`config.mk`:
```
export PLATFORM = sky130hd
export DESIGN_NAME = dual_psg_register_writer_unit
export DESIGN_NICKNAME = d
export VERILOG_FILES = /design/src/hdl/dpsg_pkg.sv /design/src/hdl/dual_psg_register_writer_unit.sv /design/src/hdl/dpsg_state_ram.sv /design/src/hdl/dpsg_chip_update.sv
export SDC_FILE = /design/constraint.sdc
export NUM_CORES = 1
export LEC_CHECK = 0
export BUFFER_PORTS_ARGS = -buffer_cell sky130_fd_sc_hd__buf_2
export CAP_MARGIN = 20
export CORE_ASPECT_RATIO = 1.1
export CORE_MARGIN = 2
export CORE_UTILIZATION = 35
export DETAILED_ROUTE_END_ITERATION = 8
export PLACE_DENSITY = 0.58
export SYNTH_ARGS = -nofsm -noshare
export SYNTH_HDL_FRONTEND = slang
export SYNTH_SLANG_ARGS = --single-unit
```
`constraint.sdc`:
```
create_clock -name clk -period 6.7 [get_ports clk]
set_input_delay 1.34 -clock clk [delete_from_list [all_inputs] [get_ports clk]]
set_output_delay 1.34 -clock clk [all_outputs]
set_load 0.02 [all_outputs]
```
`src/hdl/dpsg_pkg.sv`:
```
package dpsg_pkg;

  // Number of tone generator chips behind the bus port (1 or 2).
  localparam int NUM_CHIPS   = 2;
  // Hold count loaded when an audible volume is written (1 to 15; loaded as at most 7).
  localparam int HOLD_RELOAD = 6;

  localparam int CHIP_AW = (NUM_CHIPS > 1) ? $clog2(NUM_CHIPS) : 1;

  localparam logic [2:0] HOLD_VAL = (HOLD_RELOAD > 7) ? 3'd7 : 3'(HOLD_RELOAD);

  localparam logic [15:0] WINDOW_MASK = 16'hE000;
  localparam logic [15:0] WINDOW_BASE = 16'hA000;
  localparam logic [3:0]  SILENT      = 4'd15;
  localparam logic [1:0]  NOISE_CH    = 2'd3;

  // Bus offsets inside the window.
  localparam logic [2:0] OFS_LATCH = 3'd0;
  localparam logic [2:0] OFS_PSG0  = 3'd1;
  localparam logic [2:0] OFS_PSG1  = 3'd2;
  localparam logic [2:0] OFS_DAC   = 3'd3;

  localparam logic [7:0] DAC_RESET = 8'd128;

  typedef logic [CHIP_AW-1:0] chip_idx_t;

  typedef enum logic [1:0] {
    OP_NONE,
    OP_LATCH,
    OP_PSG,
    OP_DAC
  } op_t;

  // Complete register state of one chip; one memory word per chip.
  typedef struct packed {
    logic [2:0]       sel;
    logic [2:0][9:0]  tone;
    logic [2:0]       noise;
    logic [3:0][3:0]  att;
    logic [3:0][3:0]  low;
    logic [3:0][2:0]  hold;
  } chip_state_t;

  localparam chip_state_t RESET_STATE = '{
    sel:   3'd0,
    tone:  '0,
    noise: 3'd0,
    att:   {4{SILENT}},
    low:   {4{SILENT}},
    hold:  '0
  };

  // What one chip write reports.
  typedef struct packed {
    logic       changed;
    logic [1:0] channel;
    logic [9:0] period;
    logic [3:0] volume;
    logic [3:0] min_volume;
    logic [2:0] hold;
  } psg_res_t;

endpackage

```
`src/hdl/dual_psg_register_writer_unit.sv`:
```
// Bus write decoder for a pair of programmable tone generator chips and an 8-bit DAC. Each
// item on the input is one sound CPU write; only addresses in the 0xA000 window
// (address & 0xE000) are decoded, by the low three address bits: offset 0 latches a byte,
// offsets 1 and 2 pass the latched byte to chip 0 or chip 1, offset 3 sets the DAC level,
// and every other write changes nothing. Every item gives exactly one result item that
// reports the chip register touched (changed set in tuser) together with the DAC level
// after the write; when changed is clear the chip fields are zero. The block takes one
// item per clock cycle unless a stalled output holds it. An accepted item sits in a
// decode stage while the per-chip register state is read from a small synchronous
// memory with a registered read, and is then loaded into the output register, from
// which its result item is offered. A write that follows straight behind another
// to the same chip takes the freshly updated state from a bypass register instead of the
// memory. The output register lets the next item into the decode stage while a result
// waits to be taken; once both stages are full, a stalled output holds the input.
module dual_psg_register_writer_unit (
  input  logic        clk,
  input  logic        rst_n,
  input  logic        in_tvalid,
  output logic        in_tready,
  input  logic [23:0] in_tdata,   // address[15:0], value[23:16]
  output logic        out_tvalid,
  input  logic        out_tready,
  output logic [31:0] out_tdata,  // chip[0], channel[2:1], period[12:3], volume[16:13],
                                  // min_volume[20:17], hold[23:21], dac_level[31:24]
  output logic        out_tuser   // changed
);
  import dpsg_pkg::*;

  // Input fields.
  logic [15:0] in_address;
  logic [7:0]  in_value;
  logic [2:0]  in_offset;
  logic        in_window;
  logic        in_accept;
  op_t         in_op;
  chip_idx_t   in_chip;

  // Stage 1: decoded item waiting for its chip state.
  logic        s1_valid_r;
  op_t         s1_op_r;
  logic [7:0]  s1_value_r;
  chip_idx_t   s1_chip_r;
  logic        s1_advance;
  logic        s1_wr;

  // Bypass of the last chip state written.
  logic        fwd_hit_r;
  chip_state_t fwd_state_r;

  logic [7:0]  byte_latch_r;
  logic [7:0]  byte_latch_nxt;
  logic [7:0]  dac_r;
  logic [7:0]  dac_nxt;

  chip_state_t rd_state;
  chip_state_t cur_state;
  chip_state_t new_state;
  psg_res_t    upd_res;
  psg_res_t    res_nxt;

  // Output register.
  logic        out_valid_r;
  psg_res_t    out_res_r;
  logic        out_chip_r;
  logic [7:0]  out_dac_r;

  assign in_address = in_tdata[15:0];
  assign in_value   = in_tdata[23:16];
  assign in_offset  = in_address[2:0];
  assign in_window  = (in_address & WINDOW_MASK) == WINDOW_BASE;

  // The decode for the second chip only applies when that chip exists.
  always_comb begin
    in_op   = OP_NONE;
    in_chip = chip_idx_t'(in_offset == OFS_PSG1);
    if (in_window) begin
      unique case (in_offset)
        OFS_LATCH: in_op = OP_LATCH;
        OFS_PSG0:  in_op = OP_PSG;
        OFS_PSG1:  in_op = (NUM_CHIPS > 1) ? OP_PSG : OP_NONE;
        OFS_DAC:   in_op = OP_DAC;
        default:   in_op = OP_NONE;
      endcase
    end
  end

  assign s1_advance = s1_valid_r && (!out_valid_r || out_tready);
  assign in_tready  = !s1_valid_r || s1_advance;
  assign in_accept  = in_tvalid && in_tready;
  assign s1_wr      = s1_advance && (s1_op_r == OP_PSG);

  dpsg_state_ram u_ram (
    .clk     (clk),
    .rst_n   (rst_n),
    .rd_en   (in_accept && (in_op == OP_PSG)),
    .rd_addr (in_chip),
    .rd_data (rd_state),
    .wr_en   (s1_wr),
    .wr_addr (s1_chip_r),
    .wr_data (new_state)
  );

  // A read issued in the same cycle as a write to the same chip returns the old word,
  // so such an item takes the bypass copy instead.
  assign cur_state = fwd_hit_r ? fwd_state_r : rd_state;

  dpsg_chip_update u_upd (
    .cur  (cur_state),
    .data (byte_latch_r),
    .nxt  (new_state),
    .res  (upd_res)
  );

  always_comb begin
    byte_latch_nxt = byte_latch_r;
    dac_nxt        = dac_r;
    res_nxt        = '0;
    case (s1_op_r)
      OP_LATCH: byte_latch_nxt = s1_value_r;
      OP_DAC:   dac_nxt        = s1_value_r;
      OP_PSG:   res_nxt        = upd_res;
      default:  res_nxt        = '0;
    endcase
  end

  always_ff @(posedge clk) begin
    if (!rst_n) begin
      s1_valid_r   <= 1'b0;
      fwd_hit_r    <= 1'b0;
      out_valid_r  <= 1'b0;
      byte_latch_r <= '0;
      dac_r        <= DAC_RESET;
    end else begin
      if (in_accept) begin
        s1_valid_r <= 1'b1;
        fwd_hit_r  <= s1_wr && (in_op == OP_PSG) && (in_chip == s1_chip_r);
      end else if (s1_advance) begin
        s1_valid_r <= 1'b0;
      end
      if (s1_advance) begin
        out_valid_r  <= 1'b1;
        byte_latch_r <= byte_latch_nxt;
        dac_r        <= dac_nxt;
      end else if (out_tready) begin
        out_valid_r <= 1'b0;
      end
    end
  end

  always_ff @(posedge clk) begin
    if (in_accept) begin
      s1_op_r    <= in_op;
      s1_value_r <= in_value;
      s1_chip_r  <= in_chip;
    end
    if (s1_wr) begin
      fwd_state_r <= new_state;
    end
    if (s1_advance) begin
      out_res_r  <= res_nxt;
      out_chip_r <= res_nxt.changed & s1_chip_r[0];
      out_dac_r  <= dac_nxt;
    end
  end

  assign out_tvalid = out_valid_r;
  assign out_tuser  = out_res_r.changed;
  assign out_tdata  = {out_dac_r, out_res_r.hold, out_res_r.min_volume,
                       out_res_r.volume, out_res_r.period, out_res_r.channel, out_chip_r};

endmodule

```
`src/hdl/dpsg_state_ram.sv`:
```
module dpsg_state_ram (
  input  logic                   clk,
  input  logic                   rst_n,
  input  logic                   rd_en,
  input  dpsg_pkg::chip_idx_t    rd_addr,
  output dpsg_pkg::chip_state_t  rd_data,
  input  logic                   wr_en,
  input  dpsg_pkg::chip_idx_t    wr_addr,
  input  dpsg_pkg::chip_state_t  wr_data
);
  import dpsg_pkg::*;

  chip_state_t              mem [NUM_CHIPS];
  chip_state_t              rd_q_r;
  logic [NUM_CHIPS-1:0]     vld_r;
  logic                     rd_vld_r;

  always_ff @(posedge clk) begin
    if (wr_en) begin
      mem[wr_addr] <= wr_data;
    end
    if (rd_en) begin
      rd_q_r <= mem[rd_addr];
    end
  end

  // An entry never written reads as the reset state of a chip.
  always_ff @(posedge clk) begin
    if (!rst_n) begin
      vld_r    <= '0;
      rd_vld_r <= 1'b0;
    end else begin
      if (rd_en) begin
        rd_vld_r <= vld_r[rd_addr];
      end
      if (wr_en) begin
        vld_r[wr_addr] <= 1'b1;
      end
    end
  end

  assign rd_data = rd_vld_r ? rd_q_r : RESET_STATE;

endmodule

```
`src/hdl/dpsg_chip_update.sv`:
```
module dpsg_chip_update (
  input  dpsg_pkg::chip_state_t  cur,
  input  logic [7:0]             data,
  output dpsg_pkg::chip_state_t  nxt,
  output dpsg_pkg::psg_res_t     res
);
  import dpsg_pkg::*;

  logic [1:0] reg_idx;
  logic       is_vol;
  logic [3:0] vol;

  always_comb begin
    nxt     = cur;
    vol     = data[3:0];
    reg_idx = data[7] ? data[6:5] : cur.sel[2:1];
    is_vol  = data[7] ? data[4] : cur.sel[0];
    res     = '0;

    if (data[7]) begin
      // Latch byte: selects the register and carries its low bits.
      nxt.sel = {data[6:5], data[4]};
      if (!data[4]) begin
        if (reg_idx == NOISE_CH) begin
          nxt.noise = data[2:0];
        end else begin
          nxt.tone[reg_idx] = {cur.tone[reg_idx][9:4], data[3:0]};
        end
      end else begin
        nxt.att[reg_idx] = vol;
        if (vol < cur.low[reg_idx]) begin
          nxt.low[reg_idx] = vol;
        end
        if (vol < SILENT) begin
          nxt.hold[reg_idx] = HOLD_VAL;
        end
      end
      res.changed = 1'b1;
    end else if (!is_vol) begin
      // Data byte: upper six period bits, or the noise setting.
      if (reg_idx == NOISE_CH) begin
        nxt.noise = data[2:0];
      end else begin
        nxt.tone[reg_idx] = {data[5:0], cur.tone[reg_idx][3:0]};
      end
      res.changed = 1'b1;
    end

    if (res.changed) begin
      res.channel = reg_idx;
      case (reg_idx)
        2'd0:    res.period = nxt.tone[0];
        2'd1:    res.period = nxt.tone[1];
        2'd2:    res.period = nxt.tone[2];
        default: res.period = {7'd0, nxt.noise};
      endcase
      res.volume     = nxt.att[reg_idx];
      res.min_volume = nxt.low[reg_idx];
      res.hold       = nxt.hold[reg_idx];
    end
  end

endmodule
```
==> metrics, run 1 <==
post-synthesis sequential area ratio 0.737; Hold Path Class flop to flop; status finished clean; DIE AREA 45800 µm²; mux cell area share after synthesis 0.0992; gr ovfl total 0; Post-CTS Hold Fix Bufs 0; CP Max Fanout 29; fill count 3984; CORE AREA 43400 µm²; IO Count 63; most used flip-flop cell after synthesis edfxtp_1; CTS tree done; setup_tns 0 ns; total track usage 0.145; Worst-path clk slew 0.06 ns; Slew @ Worst Pin 1.06 ns; share of layout cells above drive strength 1 0.253; WL met2 15900 µm; final wirelength 33300 µm; final hold vios 0; Met3 Wirelength 1760 µm; Top Layer Used met4; clk_lat worst skew 0.54 ns; switch share 0.200; DRC Markers 0; simple-gate share of the synthesized area 0.0449; GPL Wtd Cong 0.728; Pwr per Cell Area 284 nW/µm²; Compound-Gate Fraction of Synth Area 0.0944; Initial Util 0.355; Clock Skew 0.0192 ns; first-pass GRT wire length 51100 µm; Max-cap violations 0; Die Y-Extent 224 µm; cts bufs inserted 41; Synth-to-Final Area Change 14.7%; maximum vdd drop 0.167 mV; largest family of logic cells by synthesized area multiplexers; Mean Syn Cell Area 16.4 µm²; initial DRC count 570; H-tree depth 2; Post-Synth Adder-Cell Area 0.00243; Unique masters post-synth 61; fmax 216 MHz; area of the multi-input gates 3770 µm²; Clk network pwr share 0.440; CTS sink count 386; Slew Limit Fails 0; Worst EP required 6.97 ns; root cell of the clock tree clkbuf_16; Post-synth EDFFs 364; routed len/inst 20.7 µm; Finished Core Util 0.407; Post-Synth XOR/XNOR Area 0.00114; postcts setup bufs 0; final worst path period share 0.690; WHS 0.467 ns; Metal-1 WL 15000 µm; initial antenna violation count 0; CP arrival 4.89 ns; Flop pwr share 0.529; Async SR Flop Fraction 0; post_cts resized 0; Leak 5.51 nW; antenna diode count 0; sequential cell area 11400 µm²; RSZ-0062 raised after global routing no; critical path launch point type flop; # nets final 1030; internal power 0.00402 W; #FFs+latches synth 386; DR pass1 iterations 5; Core Rows 80; DP HPWL 18700 µm; Mapped Area 15400 µm²; CTS max path bufs 3; Max-slew headroom 0.289; CP Capture Type flop; number of I/O port buffers 52; NetSw 0.00100 W; Synth Warn # 0; Synth Net Count 969; vias per cell 5.22; Period minus WS final 4.62 ns; via count 8372; die span in x 204 µm; vias in the first global route 8550; Logic pwr share 0.031; Crit Path Category flop to flop; setup violators final 0; Routed Antenna Nets 0; Cells after Synth 938; pin count of the biggest net entering global routing 68
[state kept, by name, summed over array words and instances, names as in the netlist]
signal / flops
byte_latch_r: 8
dac_r: 8
fwd_hit_r: 1
fwd_state_r: 80
out_chip_r: 1
out_dac_r: 8
out_tdata: 23
out_tuser: 1
out_tvalid: 1
s1_chip_r: 1
s1_op_r: 2
s1_valid_r: 1
s1_value_r: 8
u_ram.mem: 160
u_ram.rd_q_r: 80
u_ram.rd_vld_r: 1
u_ram.vld_r: 2
[cell families after synthesis]
logic type / Yosys count
AO/OA/AOI/OAI: 199
multiplexers: 140
buffers and inverters: 72
AND/OR/NAND/NOR: 136
XOR/XNOR: 2
flip-flops: 386
adder cells (fa/ha/maj): 3
[path summary, 6_finish.rpt]
| check | startpoint | end | slack (ns) | depth (start not counted) |
|---|---|---|---|---|
| max | fwd_hit_r$_SDFFE_PN0P_ | out_tdata[20]$_SDFFCE_PN0P_ | 2.08 | 14 |
| min reg2reg | u_ram.vld_r[1]$_SDFFE_PN0P_ | u_ram.vld_r[1]$_SDFFE_PN0P_ | 0.47 | 1 |
| max reg2reg | fwd_hit_r$_SDFFE_PN0P_ | out_tdata[20]$_SDFFCE_PN0P_ | 2.08 | 14 |
| min | u_ram.vld_r[1]$_SDFFE_PN0P_ | u_ram.vld_r[1]$_SDFFE_PN0P_ | 0.47 | 1 |
[layout make-up]
| class | instances | share of cell area |
|---|---|---|
| Clock inverter | 19 | 0.0105 |
| Inverter | 14 | 0.00304 |
| Multi-Input combinational cell | 480 | 0.213 |
| Timing Repair Buffer | 76 | 0.0260 |
| Sequential cell | 386 | 0.643 |
| Clock buffer | 55 | 0.0634 |
| Tap cell | 574 | 0.0406 |
[routing by layer]
layer,vias to the layer above,GRT usage
met5,-,0
met4,0,0.0393
met3,38,0.0271
met2,202,0.239
met1,4306,0.198
li1,3826,-
[synthesized netlist by cell type, types with 7 or more instances]
| master | number | area share |
|---|---|---|
| o21ai_1 | 7 | 0.0023 |
| o221ai_2 | 9 | 0.0088 |
| nand2_1 | 23 | 0.0056 |
| clkbuf_1 | 31 | 0.0075 |
| a22oi_1 | 29 | 0.014 |
| a221oi_1 | 14 | 0.0080 |
| mux2_2 | 98 | 0.072 |
| dfxtp_1 | 22 | 0.029 |
| inv_1 | 10 | 0.0024 |
| nor2b_1 | 21 | 0.0085 |
| mux2i_1 | 37 | 0.024 |
| o22ai_1 | 10 | 0.0041 |
| nor2_1 | 48 | 0.012 |
| buf_2 | 12 | 0.0039 |
| nand2b_1 | 7 | 0.0028 |
| buf_1 | 9 | 0.0022 |
| o21ai_0 | 23 | 0.0075 |
| edfxtp_1 | 364 | 0.71 |
| a21oi_1 | 52 | 0.017 |
| o221ai_1 | 9 | 0.0051 |
| a211oi_1 | 9 | 0.0044 |
[metrics by stage]
stage | std cells | power [W] | worst slack (ns) | cell area, µm²
floorplan | 938 | 0.00281 | 1.00 | 15400
global route | 1604 | 0.00519 | 1.77 | 17700
finish | 1604 | 0.00503 | 2.08 | 17700
detailed placement | 1528 | 0.00287 | 2.04 | 16300
global placement | 1528 | 0.00287 | 2.12 | 16300
CTS | 1602 | 0.00509 | 2.05 | 17600
[critical path: stages, from the launching register on]
cell and delay [ns]:
dfxtp_2 0.73, nand2b_1 0.75, buf_4 0.32, o22ai_1 0.12, nor2_1 0.12, o21ai_0 0.08, o21a_1 0.16, ha_1 0.26
o21ai_0 0.07, nand2b_1 0.08, a211oi_1 0.66, inv_2 0.12, a211oi_4 0.39, o221ai_1 0.19, a32o_1 0.30
[cells in the final DEF (no fill, tap or decap), types with 9 or more instances in the layout]
master / n
a22oi_1: 29
o221ai_1: 9
mux2_2: 98
a211oi_1: 9
dfxtp_1: 21
edfxtp_1: 364
mux2i_1: 37
buf_2: 52
clkbuf_1: 12
clkinv_1: 10
buf_4: 22
nand2_1: 23
o22ai_1: 10
a21oi_1: 52
inv_1: 9
nor2b_1: 19
clkbuf_16: 43
o21ai_0: 23
nor2_1: 46
o221ai_2: 9
a221oi_1: 14
[power by group through the flow]
| stage | logic, W | clock network [W] | registers (W) |
|---|---|---|---|
| after floorplan | 0.0000892 | 0 | 0.00272 |
| after global placement | 0.000153 | 0 | 0.00271 |
| after detailed placement | 0.000156 | 0 | 0.00271 |
| after CTS | 0.000156 | 0.00227 | 0.00266 |
| after global routing | 0.000169 | 0.00236 | 0.00266 |
| final | 0.000154 | 0.00221 | 0.00266 |
(Power assumes the default switching activity.)
==> run 2: changes to the inputs <==
--- a/config.mk
+++ b/config.mk
@@ -5,6 +5,7 @@
 export SDC_FILE = /design/constraint.sdc
 export NUM_CORES = 1
 export LEC_CHECK = 0
+export ABC_AREA = 1
 export BUFFER_PORTS_ARGS = -buffer_cell sky130_fd_sc_hd__buf_2
 export CAP_MARGIN = 20
 export CORE_ASPECT_RATIO = 1.1
==> constraint.sdc (replaced) <==
create_clock -name clk -period 4.6 [get_ports clk]
set_input_delay 0.92 -clock clk [delete_from_list [all_inputs] [get_ports clk]]
set_output_delay 0.92 -clock clk [all_outputs]
set_load 0.02 [all_outputs]
==> run 2 against run 1 <==
- worst hold slack worse by 0.0065 ns
- sequential power up 47%
- largest power group unchanged
- synthesized area grew 0.23%
- final area is 0.75% higher
- core utilization is 0.31 points higher
==> metrics, run 2 <==
fin worst setup slack 0.950 ns (was 2.08 ns); Slowest cell on crit path nand2_1 (was nand2b_1); Synth-to-Final Area Change 15.3% (was 14.7%); most common cell after layout, fill and taps aside nand2_1 (was edfxtp_1); worst path bufs/invs 2 (unchanged); CTS tree done (unchanged); share of layout cells above drive strength 1 0.124 (was 0.253); CTS max path bufs 3 (unchanged); busiest layer in global routing met2 (unchanged); Period minus WS final 3.65 ns (was 4.62 ns); number of I/O port buffers 52 (unchanged); grt met2 use 0.272 (was 0.239); max FFs per register 160 (unchanged); post-synthesis sequential area ratio 0.736 (was 0.737); ranking of synthesized cells by area edfxtp_1 (71%), nand2_1 (10%), dfxtp_1 (2.8%) (was edfxtp_1 (71%), mux2_2 (7.2%), dfxtp_1 (2.9%)); Reg2Reg Depth 19 (was 14); Slew Limit Fails 0 (unchanged); initial antenna violation count 0 (unchanged); Post-CTS Hold Fix Bufs 0 (unchanged); hold worst-path end dac_r[6]$_SDFFE_PN0P_ (was u_ram.vld_r[1]$_SDFFE_PN0P_); Unique masters post-synth 41 (was 61); Initial Util 0.356 (was 0.355); most frequent CP cell nand2_1; DIE AREA 45900 µm² (was 45800 µm²); DRC Markers 0 (unchanged); fmax 274 MHz (was 216 MHz); Crit Path Category flop to flop (unchanged); pin count of the biggest net entering global routing 70 (was 68); Leak 6.28 nW (was 5.51 nW); H-tree depth 2 (unchanged); postcts setup bufs 0 (unchanged); antenna diode count 0 (unchanged); vias in the first global route 9800 (was 8550); status finished clean (unchanged); most frequent cells in the layout nand2_1 (416), edfxtp_1 (364), inv_1 (79) (was edfxtp_1 (364), mux2_2 (98), a21oi_1 (52), buf_2 (52), nor2_1 (46)); initial DRC count 896 (was 570); Async SR Flop Fraction 0 (unchanged); routed len/inst 18.7 µm (was 20.7 µm); final worst path period share 0.793 (was 0.690); final wirelength 36200 µm (was 33300 µm); Post-synth EDFFs 364 (unchanged); Max-cap violations 0 (unchanged); critical path's top delay family simple AND/OR/NAND/NOR gates (was compound AO/OA/AOI/OAI gates); #FFs+latches synth 386 (unchanged); FF-to-FF Start u_ram.rd_vld_r$_SDFFE_PN0P_ (was fwd_hit_r$_SDFFE_PN0P_); WHS Path Cells 2 (was 1); Synth Net Count 1305 (was 969); most numerous cell in the Yosys netlist nand2_1 (was edfxtp_1); met3 usage 0.0256 (was 0.0271); reg-to-reg endpoint out_tdata[17]$_SDFFCE_PN0P_ (was out_tdata[20]$_SDFFCE_PN0P_); gr ovfl total 0 (unchanged); first-pass GRT wire length 56100 µm (was 51100 µm); vias per cell 5.02 (was 5.22); WHS 0.460 ns (was 0.467 ns); Yosys top cell area share 0.707 (was 0.709); Slew @ Worst Pin 1.02 ns (was 1.06 ns); most used flip-flop cell after synthesis edfxtp_1 (unchanged); IO Count 63 (unchanged); clk_lat worst skew 0.54 ns (about the same); maximum vdd drop 0.255 mV (was 0.167 mV); Pwr per Cell Area 420 nW/µm² (was 284 nW/µm²); Routed Antenna Nets 0 (unchanged); min-delay src dac_r[6]$_SDFFE_PN0P_ (was u_ram.vld_r[1]$_SDFFE_PN0P_); Yosys top cell by area edfxtp_1 (unchanged); total track usage 0.159 (was 0.145); root cell of the clock tree clkbuf_16 (unchanged); Max-slew headroom 0.316 (was 0.289); Synth Warn # 0 (unchanged); DR pass1 iterations 7 (was 5); CTS sink count 386 (unchanged); r2r setup slk 0.95 ns (was 2.08 ns); setup violators final 0 (unchanged); Die Y-Extent 224 µm (about the same); critical path launch point type flop (unchanged); Mapped Area 15500 µm² (was 15400 µm²); Worst-path clk slew 0.07 ns (was 0.06 ns); # nets final 1364 (was 1030); Placed Area 16500 µm² (was 16300 µm²); critical-path cell list inv_1 -> nor2_4 -> nand2_1 -> nand2_1 -> o21ai_4 -> nor2_2 -> a22oi_1 -> o211ai_1 -> ha_1 -> nand2_1 -> inv_1 -> nand2_1 -> nand3_2 -> nand2_1 -> nand2_1 -> nand2_1 -> nand2_1 -> nor2_1 -> nor2_1 (was nand2b_1 -> buf_4 -> o22ai_1 -> nor2_1 -> o21ai_0 -> o21a_1 -> ha_1 -> o21ai_0 -> nand2b_1 -> a211oi_1 -> inv_2 -> a211oi_4 -> o221ai_1 -> a32o_1); Core Rows 80 (unchanged); post_cts resized 0 (unchanged); Cells after Synth 1274 (was 938); Finished Core Util 0.410 (was 0.407); DP Worst Slack 1.02 ns (was 2.04 ns); Most flops, register u_ram.mem (unchanged); DP HPWL 20700 µm (was 18700 µm); CORE AREA 43400 µm² (unchanged); die span in x 204 µm (about the same); GPL Wtd Cong 0.827 (was 0.728); CP Capture Type flop (unchanged); RSZ-0062 raised after global routing no (unchanged); Stages on worst setup path 19 (was 14); final instance area 17800 µm² (was 17700 µm²); Hold Path Class flop to flop (unchanged); Clock Skew 0.0180 ns (was 0.0192 ns); Mean Syn Cell Area 12.1 µm² (was 16.4 µm²); via count 9711 (was 8372); GRT met1 Usage 0.206 (was 0.198); Worst EP required 4.88 ns (was 6.97 ns); cts bufs inserted 39 (was 41); Worst path max stage delay 0.49 ns (was 0.75 ns); CP arrival 3.93 ns (was 4.89 ns); commonest cells in the netlist nand2_1 (419), edfxtp_1 (364), inv_1 (82), nor2_1 (54), o21ai_0 (49) (was edfxtp_1 (364), mux2_2 (98), a21oi_1 (52), nor2_1 (48), mux2i_1 (37)); final hold vios 0 (unchanged); CP Max Fanout 20 (was 29); Largest regs u_ram.mem (160), fwd_state_r (80), u_ram.rd_q_r (80) (unchanged)
==> run 2: worst max path at each step <==
stage	startpoint	end	slack, ns
floorplan	out_tready	u_ram.mem[0][0]$_DFFE_PP_	-0.65
global placement	fwd_hit_r$_SDFFE_PN0P_	out_tdata[17]$_SDFFCE_PN0P_	1.04
detailed placement	fwd_hit_r$_SDFFE_PN0P_	out_tdata[17]$_SDFFCE_PN0P_	1.02
CTS	fwd_hit_r$_SDFFE_PN0P_	out_tdata[17]$_SDFFCE_PN0P_	1.0
global route	fwd_hit_r$_SDFFE_PN0P_	out_tdata[17]$_SDFFCE_PN0P_	0.72
finish	u_ram.rd_vld_r$_SDFFE_PN0P_	out_tdata[17]$_SDFFCE_PN0P_	0.95
==> run 2: cell families after synthesis <==
logic type,count (synthesis),synth area share
flops,386,0.736
xor+xnor,1,0.000567
compound gates,191,0.0788
mux,1,0.000728
buf+inv,146,0.0372
fa+ha+maj,3,0.00243
simple gates,546,0.145
==> run 2: metal layers <==
layer	share of wire	vias to the layer above	routed length, µm
met5	0	-	0
met4	0.025	0	920
met3	0.053	56	1930
met2	0.49	274	17600
met1	0.43	4784	15700
li1	-	4597	-
==> run 2: per-stage QoR <==
step / power (W) / TNS [ns] / std cells
after floorplan: 0.00414 / -104.02 / 1274
after global placement: 0.00424 / 0 / 1866
after detailed placement: 0.00425 / 0 / 1866
after CTS: 0.00754 / 0 / 1934
after global routing: 0.00770 / 0 / 1934
final: 0.00748 / 0 / 1934
==> run 2: worst min-delay path: stages, from the launching register on <==
cell and delay (ns):
dfxtp_1 0.29, inv_1 0.06, a211oi_1 0.06
==> run 2: layout make-up <==
type / instances / area, µm²
clock buffers: 52 / 1110
clock inverters: 16 / 224
fillers: 4128 / 25600
inverters: 88 / 344
multi-input cells: 742 / 3570
flip-flops and latches: 386 / 11400
well taps: 574 / 718
repair buffers: 76 / 478
==> run 2: report_power, final <==
part	switching (W)	internal, W
logic	0.000205	0.0000700
registers	0.0000243	0.00387
clock network	0.00129	0.00202
total	0.00152	0.00596
==> run 3: changes to the inputs <==
==> constraint.sdc (replaced) <==
create_clock -name clk -period 3.6 [get_ports clk]
set_input_delay 0.72 -clock clk [delete_from_list [all_inputs] [get_ports clk]]
set_output_delay 0.72 -clock clk [all_outputs]
set_load 0.02 [all_outputs]
==> run 3 against run 2 <==
- worst setup slack got worse by 0.71 ns
- register-to-register slack got worse by 0.71 ns
- final area decreased by 0.15%
- sequential power increased by 27%
- global-route usage decreased by 0.15 points
- critical path depth decreased by 2
- non-clock buffer count increased by 6
- flip-flop and latch count unchanged
- worst hold slack got worse by 0.094 ns
- clock power increased by 17%
- total power increased by 23%
- first-iteration DRC count decreased by 21%
- critical endpoint unchanged
==> metrics, run 3 (synthesized netlist as in run 2, its figures left out) <==
status finished clean (unchanged); routed len/inst 18.4 µm (was 18.7 µm); Max-slew headroom 0.399 (was 0.316); Largest regs u_ram.mem (160), fwd_state_r (80), u_ram.rd_q_r (80) (unchanged); Slew @ Worst Pin 0.901 ns (was 1.02 ns); via count 9670 (was 9711); initial DRC count 712 (was 896); CTS max path bufs 3 (unchanged); Worst path max stage delay 0.42 ns (was 0.49 ns); Period minus WS final 3.36 ns (was 3.65 ns); # nets final 1370 (was 1364); NetSw 0.00195 W (was 0.00152 W); pin count of the biggest net entering global routing 82 (was 70); H-tree depth 2 (unchanged); initial antenna violation count 0 (unchanged); DR pass1 iterations 5 (was 7); switch share 0.212 (was 0.203); clk_lat worst skew 0.53 ns (was 0.54 ns); internal power 0.00726 W (was 0.00596 W); critical path launch point type flop (unchanged); worst path bufs/invs 3 (was 2); fmax 298 MHz (was 274 MHz); Most flops, register u_ram.mem (unchanged); Core Rows 80 (unchanged); RSZ-0062 raised after global routing no (unchanged); Post-CTS Hold Fix Bufs 0 (unchanged); IO Count 63 (unchanged); Crit Path Category flop to flop (unchanged); die span in x 204 µm (unchanged); share of layout cells above drive strength 1 0.126 (was 0.124); DP Cell Count 1872 (was 1866); Initial Util 0.356 (unchanged); most frequent CP cell nand2_1 (unchanged); Logic pwr share 0.039 (was 0.037); Final Non-Filler Cells 1943 (was 1934); final hold vios 0 (unchanged); DRC Markers 0 (unchanged); vias in the first global route 9796 (was 9800); most common cell after layout, fill and taps aside nand2_1 (unchanged); Clock Skew 0.00775 ns (was 0.0180 ns); critical-path cell list inv_2 -> or2_4 -> nand2_4 -> inv_2 -> nor2_4 -> a22oi_1 -> o211ai_1 -> ha_1 -> a211oi_2 -> buf_6 -> nand3_2 -> nand2_1 -> nand2_1 -> nand2_1 -> nand2_1 -> nor2_1 -> nor2_1 (was inv_1 -> nor2_4 -> nand2_1 -> nand2_1 -> o21ai_4 -> nor2_2 -> a22oi_1 -> o211ai_1 -> ha_1 -> nand2_1 -> inv_1 -> nand2_1 -> nand3_2 -> nand2_1 -> nand2_1 -> nand2_1 -> nand2_1 -> nor2_1 -> nor2_1); total track usage 0.158 (was 0.159); Slew Limit Fails 0 (unchanged); number of I/O port buffers 52 (unchanged); gr ovfl total 0 (unchanged); cts bufs inserted 39 (unchanged); antenna diode count 0 (unchanged); Slowest cell on crit path dfxtp_1 (was nand2_1); Leak 6.25 nW (was 6.28 nW); Worst EP required 3.87 ns (was 4.88 ns); Routed Antenna Nets 0 (unchanged); Clk network pwr share 0.421 (was 0.443); DP HPWL 20800 µm (was 20700 µm); CP Max Fanout 18 (was 20); most frequent cells in the layout nand2_1 (416), edfxtp_1 (364), inv_1 (79) (unchanged); GPL Wtd Cong 0.870 (was 0.827); CORE AREA 43400 µm² (unchanged); final wirelength 35800 µm (was 36200 µm); CP Capture Type flop (unchanged); Hold Path Class primary input to flop (was flop to flop); Flop pwr share 0.540 (was 0.521); Die Y-Extent 224 µm (unchanged); final total power 0.00921 W (was 0.00748 W); final worst path period share 0.933 (was 0.793); CTS sink count 386 (unchanged); setup violators final 0 (unchanged); CP arrival 3.63 ns (was 3.93 ns); Worst-path clk slew 0.06 ns (was 0.07 ns); Synth-to-Final Area Change 15.1% (was 15.3%); Pwr per Cell Area 518 nW/µm² (was 420 nW/µm²); first-pass GRT wire length 55700 µm (was 56100 µm); maximum vdd drop 0.323 mV (was 0.255 mV); vias per cell 4.98 (was 5.02); max FFs per register 160 (unchanged); root cell of the clock tree clkbuf_16 (unchanged); CTS tree done (unchanged); Max-cap violations 0 (unchanged); critical path's top delay family simple AND/OR/NAND/NOR gates (unchanged); DIE AREA 45900 µm² (unchanged)
[run 3: cell types whose count changed in the layout (fill, tap and decap cells not counted), sizes merged]
cell      previous run  this run
clkinv              12        19
buf                 76        82
bufinv               6         2
clkbuf              52        49
clkinvlp             0         3
[run 3: layout make-up]
class	count	area, µm²
well taps	574	718
repair buffers	82	564
flip-flops and latches	386	11400
clock inverters	22	156
fillers	4081	25700
inverters	88	344
clock buffers	49	1060
multi-input cells	742	3580
[run 3: metal layers]
layer / track usage / vias to the layer above / share of wire
met2: 0.271 / 266 / 0.49
met4: 0.0545 / 0 / 0.027
li1: - / 4607 / -
met1: 0.202 / 4731 / 0.43
met3: 0.0251 / 66 / 0.053
met5: 0 / - / 0
[run 3: path summary, 6_finish.rpt]
kind,endpoint,cells after the start,startpoint,slack [ns]
setup / recovery,out_tdata[17]$_SDFFCE_PN0P_,17,byte_latch_r[7]$_SDFFE_PN0P_,0.24
hold / removal,s1_value_r[7]$_DFFE_PP_,1,in_tdata[23],0.37
setup reg to reg,out_tdata[17]$_SDFFCE_PN0P_,17,byte_latch_r[7]$_SDFFE_PN0P_,0.24
hold reg to reg,dac_r[7]$_SDFFE_PN1P_,2,dac_r[7]$_SDFFE_PN1P_,0.46
[run 3: per-stage QoR]
stage	hold slack (ns)	setup slack [ns]	area, µm²	utilization	TNS (ns)
floorplan	0.428	-1.45	15500	-	-233.62
global placement	0.436	0.326	16600	0.381	0
detailed placement	0.447	0.244	16600	0.381	0
CTS	0.333	0.231	17800	0.409	0
global route	0.347	0.0252	17800	0.410	0
finish	0.366	0.242	17800	0.410	0
[run 3: power groups by stage]
| stage | Sequential, W | Combinational [W] | Clock [W] |
|---|---|---|---|
| after global routing | 0.00498 | 0.000400 | 0.00411 |
| after detailed placement | 0.00507 | 0.000363 | 0 |
| after global placement | 0.00507 | 0.000355 | 0 |
| final | 0.00497 | 0.000359 | 0.00388 |
| after floorplan | 0.00508 | 0.000202 | 0 |
| after CTS | 0.00497 | 0.000364 | 0.00396 |
[run 3: repair_timing]
action	in CTS	in global routing
gates resized for setup	0	2
endpoints found under the setup margin	0	2
buffers inserted	0	0
